## config.mk

```make
export PLATFORM = sky130hd
export DESIGN_NAME = codebook_int8_dot_accumulate
export DESIGN_NICKNAME = d
export VERILOG_FILES = /design/src/rtl/cbdot_pkg.sv /design/src/rtl/cbdot_front.sv /design/src/rtl/cbdot_queue.sv /design/src/rtl/cbdot_back.sv /design/src/rtl/codebook_int8_dot_accumulate.sv
export SDC_FILE = /design/constraint.sdc
export NUM_CORES = 2
export LEC_CHECK = 0
export BUFFER_PORTS_ARGS = -buffer_cell sky130_fd_sc_hd__buf_2
export CAP_MARGIN = 10
export CORE_MARGIN = 2
export CORE_UTILIZATION = 65
export CTS_CLUSTER_SIZE = 24
export DETAILED_ROUTE_END_ITERATION = 10
export PLACE_DENSITY = 0.83
export SLEW_MARGIN = 20
export SYNTH_ARGS = -nofsm -noshare
export SYNTH_HDL_FRONTEND = slang
export SYNTH_SLANG_ARGS = --single-unit
```

## constraint.sdc

```tcl
create_clock -name clk -period 16.58 [get_ports clk]
set_clock_uncertainty 0.05 [all_clocks]
set_input_delay 3.316 -clock clk [delete_from_list [all_inputs] [get_ports clk]]
set_output_delay 3.316 -clock clk [all_outputs]
set_load 0.03 [all_outputs]
```

## src/rtl/cbdot_pkg.sv

```systemverilog
// ----------------------------------------------------------------------------
// cbdot_pkg: shared types and constants
// Widths, register indexes, the queue item type and the centroid lookup
// used by the codebook int8 dot product accumulator.
// ----------------------------------------------------------------------------
package cbdot_pkg;

  // Accumulator and result widths.
  localparam int ACC_WIDTH  = 32;
  localparam int OUT_WIDTH  = 32;

  // Payload widths.
  localparam int CODE_W     = 8;
  localparam int ACT_W      = 8;
  localparam int CENT_W     = 8;
  localparam int LANES      = 4;
  localparam int TERM_W     = CENT_W + ACT_W;
  localparam int TSUM_W     = TERM_W + 2;

  // Configuration port widths.
  localparam int CFG_IDX_W  = 3;
  localparam int CFG_DATA_W = 32;
  localparam int CENT_WORDS = 4;

  // Queue between the front and back parts.
  localparam int QUEUE_DEPTH = 4;
  localparam int QUEUE_PTR_W = 2;
  localparam int QUEUE_CNT_W = 3;

  // Configuration register indexes.
  typedef enum logic [CFG_IDX_W-1:0] {
    REG_CENTROID_0 = 3'd0,
    REG_CENTROID_1 = 3'd1,
    REG_CENTROID_2 = 3'd2,
    REG_CENTROID_3 = 3'd3,
    REG_CODE_MODE  = 3'd4
  } cfg_reg_t;

  // Code packing modes.
  typedef enum logic {
    MODE_2BIT = 1'b0,
    MODE_4BIT = 1'b1
  } code_mode_t;

  // Four 32-bit words that hold the sixteen centroids.
  typedef logic [CENT_WORDS-1:0][CFG_DATA_W-1:0] centroid_table_t;

  // One classified item: a centroid and an activation for each lane.
  typedef struct packed {
    logic [LANES-1:0][CENT_W-1:0] cent;
    logic [LANES-1:0][ACT_W-1:0]  act;
    logic                         last;
  } cbdot_item_t;

  // Pick one signed byte of the centroid table.
  function automatic logic [CENT_W-1:0] centroid_lookup(centroid_table_t tbl,
                                                        logic [3:0] idx);
    logic [CFG_DATA_W-1:0] word;
    word = tbl[idx[3:2]];
    return word[{idx[1:0], 3'b000} +: CENT_W];
  endfunction

endpackage

```

## src/rtl/cbdot_front.sv

```systemverilog
// ----------------------------------------------------------------------------
// cbdot_front: configuration and item classification
// Holds the centroid table and code mode, takes input requests, unpacks the
// code byte into per-lane centroids and hands the item to the queue.
// ----------------------------------------------------------------------------
module cbdot_front (
  input  logic                                   clk,
  input  logic                                   rst,
  // Configuration write channel.
  input  logic                                   cfg_valid,
  output logic                                   cfg_ready,
  input  logic [cbdot_pkg::CFG_IDX_W-1:0]        cfg_index,
  input  logic [cbdot_pkg::CFG_DATA_W-1:0]       cfg_data,
  // Input channel.
  input  logic                                   in_valid,
  output logic                                   in_stall,
  input  logic [cbdot_pkg::CODE_W-1:0]           code_byte,
  input  logic signed [cbdot_pkg::ACT_W-1:0]     act_0,
  input  logic signed [cbdot_pkg::ACT_W-1:0]     act_1,
  input  logic signed [cbdot_pkg::ACT_W-1:0]     act_2,
  input  logic signed [cbdot_pkg::ACT_W-1:0]     act_3,
  input  logic                                   group_end,
  // Push side of the queue.
  output logic                                   push_valid,
  output cbdot_pkg::cbdot_item_t                 push_item,
  input  logic                                   push_full
);
  import cbdot_pkg::*;

  centroid_table_t centroids;
  code_mode_t      code_mode;
  logic            front_valid;
  logic            front_valid_next;
  cbdot_item_t     front_item;
  cbdot_item_t     decoded;
  logic            load;
  logic            push;

  // Register writes are always taken; unknown indexes are dropped.
  assign cfg_ready = 1'b1;

  always_ff @(posedge clk) begin
    if (rst) begin
      centroids <= '0;
      code_mode <= MODE_2BIT;
    end else if (cfg_valid && cfg_ready) begin
      unique case (cfg_reg_t'(cfg_index))
        REG_CENTROID_0: centroids[0] <= cfg_data;
        REG_CENTROID_1: centroids[1] <= cfg_data;
        REG_CENTROID_2: centroids[2] <= cfg_data;
        REG_CENTROID_3: centroids[3] <= cfg_data;
        REG_CODE_MODE:  code_mode <= code_mode_t'(cfg_data[0]);
        default: ;
      endcase
    end
  end

  // Unpack the codes and look up one centroid per lane. In 4-bit mode the
  // upper two lanes carry a zero centroid so they add nothing.
  always_comb begin
    decoded.act  = {act_3, act_2, act_1, act_0};
    decoded.last = group_end;
    unique case (code_mode)
      MODE_4BIT: begin
        decoded.cent[0] = centroid_lookup(centroids, code_byte[3:0]);
        decoded.cent[1] = centroid_lookup(centroids, code_byte[7:4]);
        decoded.cent[2] = '0;
        decoded.cent[3] = '0;
      end
      default: begin
        decoded.cent[0] = centroid_lookup(centroids, {2'b00, code_byte[1:0]});
        decoded.cent[1] = centroid_lookup(centroids, {2'b00, code_byte[3:2]});
        decoded.cent[2] = centroid_lookup(centroids, {2'b00, code_byte[5:4]});
        decoded.cent[3] = centroid_lookup(centroids, {2'b00, code_byte[7:6]});
      end
    endcase
  end

  // The front register stalls only when it holds an item the queue refuses.
  assign in_stall   = front_valid && push_full;
  assign load       = in_valid && !in_stall;
  assign push       = front_valid && !push_full;
  assign push_valid = front_valid;
  assign push_item  = front_item;

  always_comb begin
    front_valid_next = front_valid;
    if (load) begin
      front_valid_next = 1'b1;
    end else if (push) begin
      front_valid_next = 1'b0;
    end
  end

  always_ff @(posedge clk) begin
    if (rst) begin
      front_valid <= 1'b0;
    end else begin
      front_valid <= front_valid_next;
    end
  end

  always_ff @(posedge clk) begin
    if (load) begin
      front_item <= decoded;
    end
  end

endmodule

```

## src/rtl/cbdot_queue.sv

```systemverilog
// ----------------------------------------------------------------------------
// cbdot_queue: short item queue
// A small first-in first-out buffer that decouples the front part from the
// multiply and accumulate part.
// ----------------------------------------------------------------------------
module cbdot_queue (
  input  logic                   clk,
  input  logic                   rst,
  input  logic                   push_valid,
  input  cbdot_pkg::cbdot_item_t push_item,
  output logic                   push_full,
  output logic                   pop_valid,
  output cbdot_pkg::cbdot_item_t pop_item,
  input  logic                   pop_ready
);
  import cbdot_pkg::*;

  cbdot_item_t            slots [QUEUE_DEPTH];
  logic [QUEUE_PTR_W-1:0] wr_ptr;
  logic [QUEUE_PTR_W-1:0] rd_ptr;
  logic [QUEUE_CNT_W-1:0] count;
  logic [QUEUE_CNT_W-1:0] count_next;
  logic                   do_push;
  logic                   do_pop;

  assign push_full = (count == QUEUE_CNT_W'(QUEUE_DEPTH));
  assign pop_valid = (count != '0);
  assign pop_item  = slots[rd_ptr];
  assign do_push   = push_valid && !push_full;
  assign do_pop    = pop_valid && pop_ready;

  // Occupancy follows pushes and pops.
  always_comb begin
    count_next = count;
    if (do_push && !do_pop) begin
      count_next = count + 1'b1;
    end else if (do_pop && !do_push) begin
      count_next = count - 1'b1;
    end
  end

  always_ff @(posedge clk) begin
    if (rst) begin
      wr_ptr <= '0;
      rd_ptr <= '0;
      count  <= '0;
    end else begin
      count <= count_next;
      if (do_push) begin
        wr_ptr <= wr_ptr + 1'b1;
      end
      if (do_pop) begin
        rd_ptr <= rd_ptr + 1'b1;
      end
    end
  end

  // Storage slots.
  always_ff @(posedge clk) begin
    if (do_push) begin
      slots[wr_ptr] <= push_item;
    end
  end

endmodule

```

## src/rtl/cbdot_back.sv

```systemverilog
// ----------------------------------------------------------------------------
// cbdot_back: multiply and accumulate
// Multiplies each lane's centroid by its activation, sums the lanes, adds
// the sum into the running total and emits the total at the end of a group.
// ----------------------------------------------------------------------------
module cbdot_back (
  input  logic                                  clk,
  input  logic                                  rst,
  input  logic                                  pop_valid,
  input  cbdot_pkg::cbdot_item_t                pop_item,
  output logic                                  pop_ready,
  output logic                                  out_valid,
  input  logic                                  out_stall,
  output logic signed [cbdot_pkg::OUT_WIDTH-1:0] dot_sum
);
  import cbdot_pkg::*;

  logic                        adv;
  logic signed [TERM_W-1:0]    prod [LANES];
  logic signed [TSUM_W-1:0]    lane_sum;
  logic                        a_valid;
  logic                        a_last;
  logic signed [TSUM_W-1:0]    a_sum;
  logic signed [ACC_WIDTH-1:0] acc;
  logic signed [ACC_WIDTH-1:0] acc_next;

  // The pipeline moves whenever the output register is free or being taken.
  assign adv       = !out_valid || !out_stall;
  assign pop_ready = adv;

  // Lane products and their sum.
  always_comb begin
    lane_sum = '0;
    for (int i = 0; i < LANES; i++) begin
      prod[i]  = signed'(pop_item.cent[i]) * signed'(pop_item.act[i]);
      lane_sum = lane_sum + TSUM_W'(prod[i]);
    end
  end

  // Product stage.
  always_ff @(posedge clk) begin
    if (rst) begin
      a_valid <= 1'b0;
    end else if (adv) begin
      a_valid <= pop_valid;
    end
  end

  always_ff @(posedge clk) begin
    if (adv) begin
      a_sum  <= lane_sum;
      a_last <= pop_item.last;
    end
  end

  // Accumulate stage; the total wraps at the accumulator width.
  assign acc_next = acc + ACC_WIDTH'(a_sum);

  always_ff @(posedge clk) begin
    if (rst) begin
      acc       <= '0;
      out_valid <= 1'b0;
    end else if (adv) begin
      out_valid <= a_valid && a_last;
      if (a_valid) begin
        acc <= a_last ? '0 : acc_next;
      end
    end
  end

  always_ff @(posedge clk) begin
    if (adv && a_valid && a_last) begin
      dot_sum <= OUT_WIDTH'(acc_next);
    end
  end

endmodule

```

## src/rtl/codebook_int8_dot_accumulate.sv

```systemverilog
// ----------------------------------------------------------------------------
// codebook_int8_dot_accumulate: codebook int8 dot product accumulator
// Looks up packed weight codes in a sixteen-entry centroid table and
// accumulates their products with int8 activations over a group.
// ----------------------------------------------------------------------------
// Usage:
//   Input channel (in_valid / in_stall): one request carries a code byte,
//   four activations and group_end. A request is taken at a clock edge with
//   in_valid high and in_stall low. One request can be taken every cycle while in_stall stays low.
//   Output channel (out_valid / out_stall): one dot_sum per group, sent for
//   the request with group_end set; it holds until a cycle with out_stall low.
//   Configuration channel (cfg_valid / cfg_ready): writes the four centroid
//   words and the code mode; cfg_ready is always high. Write it only while
//   no group is in flight.
//   Path: the result of a group-end request goes through the front register,
//   a queue slot and the product stage, then the accumulate stage loads the
//   output register.
//   Throughput: one request per cycle while out_stall stays low. A stalled
//   output stops the back part; the four-entry queue and the front register
//   keep taking requests until they fill.
//   Reset: synchronous; clears the table, mode, total and all valid flags.
// ----------------------------------------------------------------------------
module codebook_int8_dot_accumulate (
  input  logic                                   clk,
  input  logic                                   rst,
  input  logic                                   cfg_valid,
  output logic                                   cfg_ready,
  input  logic [cbdot_pkg::CFG_IDX_W-1:0]        cfg_index,
  input  logic [cbdot_pkg::CFG_DATA_W-1:0]       cfg_data,
  input  logic                                   in_valid,
  output logic                                   in_stall,
  input  logic [cbdot_pkg::CODE_W-1:0]           code_byte,
  input  logic signed [cbdot_pkg::ACT_W-1:0]     act_0,
  input  logic signed [cbdot_pkg::ACT_W-1:0]     act_1,
  input  logic signed [cbdot_pkg::ACT_W-1:0]     act_2,
  input  logic signed [cbdot_pkg::ACT_W-1:0]     act_3,
  input  logic                                   group_end,
  output logic                                   out_valid,
  input  logic                                   out_stall,
  output logic signed [cbdot_pkg::OUT_WIDTH-1:0] dot_sum
);
  import cbdot_pkg::*;

  logic        push_valid;
  cbdot_item_t push_item;
  logic        push_full;
  logic        pop_valid;
  cbdot_item_t pop_item;
  logic        pop_ready;

  // Classification and configuration.
  cbdot_front u_front (
    .clk        (clk),
    .rst        (rst),
    .cfg_valid  (cfg_valid),
    .cfg_ready  (cfg_ready),
    .cfg_index  (cfg_index),
    .cfg_data   (cfg_data),
    .in_valid   (in_valid),
    .in_stall   (in_stall),
    .code_byte  (code_byte),
    .act_0      (act_0),
    .act_1      (act_1),
    .act_2      (act_2),
    .act_3      (act_3),
    .group_end  (group_end),
    .push_valid (push_valid),
    .push_item  (push_item),
    .push_full  (push_full)
  );

  // Decoupling queue.
  cbdot_queue u_queue (
    .clk        (clk),
    .rst        (rst),
    .push_valid (push_valid),
    .push_item  (push_item),
    .push_full  (push_full),
    .pop_valid  (pop_valid),
    .pop_item   (pop_item),
    .pop_ready  (pop_ready)
  );

  // Multiply and accumulate.
  cbdot_back u_back (
    .clk        (clk),
    .rst        (rst),
    .pop_valid  (pop_valid),
    .pop_item   (pop_item),
    .pop_ready  (pop_ready),
    .out_valid  (out_valid),
    .out_stall  (out_stall),
    .dot_sum    (dot_sum)
  );

endmodule

```

==> out/metrics.cfg <==
[grt]
grt-ovfl-total = 0
track_usage = 0.3073
grt_max_degree = 81
grt_antenna_before_repair = 3
grt_pass1_wl_um = 127200
grt_pass1_vias = 23294

[sta]
slew-limit-headroom = 0.2674
clock.fmax_mhz = 115.2
hold_viol_final = 0
drv_slew = 0
period_share = 0.5234
rsz0062_at_grt = no
finalSetupViolations = 0
tns_ns = 0
finalCriticalPeriod_ns = 8.678
worst_slew_pin_slew_ns = 1.099

[hold_path]
hold_class = reg2reg
hp-start = u_back.acc[22]

[die]
die_y_um = 234.1
die_area_um2 = 54810
initial_core_util = 0.6563
fp.coreArea_um2 = 52450
std_cell_rows = 84
ios = 116
fp.dieW_um = 234.1

[outcome]
outcome = completed

[cells_and_area]
area_delta_synth_final_pct = 8.906
multi_input_area_um2 = 17660
drive_gt1_frac = 0.1403
nNetsFinal = 3444
fill_cells = 3382
regArea_um2 = 14760

[logic_synthesis]
synth_edf_count = 376
ys_warn_count = 0
seq_area_frac_synth = 0.4286
synth_area_per_cell_um2 = 12.15
yosys.cell_types.count = 66
syn-cell-area_um2 = 34420
netlist_instances = 2833
synth_fp_nets = 3367
async_flop_share = 0
ys_ff_latch = 549
synthFlopType = edfxtp_1

[detailed_routing]
route.detailed.drc = 0
via_per_inst = 6.071
drt-pass1-iter-count = 6
wirelength_um = 81750
wl_per_cell_um = 22.41
antenna_left = 0
drt_iter0_drc = 1913
num_vias = 22141

[critical_path]
cp.required_ns = 16.89
crit_type = reg2reg
cp_max_fo = 45
worstSetupStartpointType = flip-flop
arrival_ns = 8.99
endpoint_kind = flip-flop

[clock_network]
post_cts_resized = 0
post_cts_buffers = 0
cts_buffers = 56
clock-root-buffer = clkbuf_16
cts_buffer_depth = 3
postCtsHoldBufs = 0
clkSinkCount = 549
h-tree-depth = 2
clk_pin_slew_ns = 0.06
tritoncts = yes
insertion_delay_ns = 0.63

[placed_design]
place_congestion = 1.001
dp_hpwl_um = 57670
portBuffers = 114

[flow_run]
cap_violations = 0

==> through the flow <==
stage,cell area [um2],instances,hold WS (ns),setup slack (ns),utilization
floorplan,34420,2833,0.3862,8.870,-
global placement,35590,3540,0.3931,8.009,0.6786
detailed placement,35590,3540,0.4091,7.893,0.6786
CTS,37480,3646,0.4200,7.911,0.7147
global route,37480,3646,0.4367,7.447,0.7147
finish,37490,3647,0.4174,7.902,0.7148
==> worst paths after layout <==
path	to	slack (ns)	cells past startpoint
max	u_back.a_sum[16]	7.90	23
min	u_back.acc[22]	0.42	2
max reg2reg	u_back.a_sum[16]	7.90	23
min reg2reg	u_back.acc[22]	0.42	2
==> routing by layer <==
layer	GRT usage	wire, um	up-vias
li1	-	-	9726
met1	0.4054	31690	11145
met2	0.5057	39930	1059
met3	0.05581	6572	207
met4	0.1331	3525	4
met5	0	26	-
==> flip-flops by register name, indices dropped and copies added (netlist names), 2 cells and up, named ones only <==
signal,cells
u_back.a_sum,18
u_front.centroids,128
u_back.acc,32
u_queue.count,3
u_back.dot_sum,32
u_front.push_item,65
u_queue.rd_ptr,2
u_queue.slots,260
u_queue.wr_ptr,2
==> cells by family after synthesis <==
kind of cell	Yosys count	synth area share
AOI/OAI and AO/OA	307	0.05380
xor gates and xnor gates	62	0.01578
adders and majority gates	453	0.2345
buffers and inverters	539	0.05925
DFF	549	0.4286
muxes	186	0.1087
other	1	0.0001089
and+or+nand+nor	736	0.09927
==> worst max-delay path, cell delays in order (launching register included) <==
cell and delay, ns:
dfxtp_4 0.66, buf_4 0.74, mux2_2 0.41, o21ai_0 0.56
inv_1 0.28, nand2b_1 0.16, fa_1 0.44, fa_1 0.50
inv_1 0.05, fa_1 0.53, fa_1 0.44, fa_1 0.54
fa_1 0.45, fa_1 0.51, inv_1 0.06, fa_1 0.47
inv_1 0.04, ha_1 0.31, a21o_1 0.20, a21oi_1 0.25
o211ai_1 0.17, a31o_2 0.26, a21oi_1 0.17, xnor2_1 0.08
==> cells in the final DEF, fill, tap and decap left out, types with 14 or more instances in the layout <==
cell type,instances
a21o_1,17
a21oi_1,185
a22oi_1,18
and2_1,124
buf_2,113
buf_4,19
clkbuf_16,57
dfxtp_1,171
edfxtp_1,376
fa_1,320
ha_1,133
inv_1,425
mux2i_1,25
mux4_2,149
nand2_1,394
nand2b_1,14
nand3_1,18
nor2_1,86
nor2b_1,29
o21ai_0,18
xnor2_1,45
xor2_1,17
==> Yosys cell counts, drive strengths merged, types with 25 or more instances <==
| master | count | area [um2] |
|---|---|---|
| mux4 | 149 | 3356 |
| dfxtp | 173 | 3463 |
| and2 | 129 | 809.5 |
| nor2 | 88 | 330.3 |
| xnor2 | 45 | 394.1 |
| a21oi | 185 | 925.9 |
| ha | 133 | 1664 |
| clkbuf | 91 | 341.6 |
| edfxtp | 376 | 11290 |
| nand2 | 394 | 1479 |
| inv | 426 | 1599 |
| nor2b | 31 | 193.9 |
| mux2i | 25 | 250.2 |
| fa | 320 | 6406 |
==> layout make-up <==
class	count	share of cell area
inverter	426	0.04266
sequential	549	0.3937
clock inverter	37	0.009947
tap	688	0.02296
timing repair buffer	132	0.01889
antenna	1	0.00006676
multi-input combinational	1745	0.4712
clock buffer	69	0.04059
Power is not shown: default switching activity piles up to over one toggle a cycle in this logic, so the estimate is an artifact.
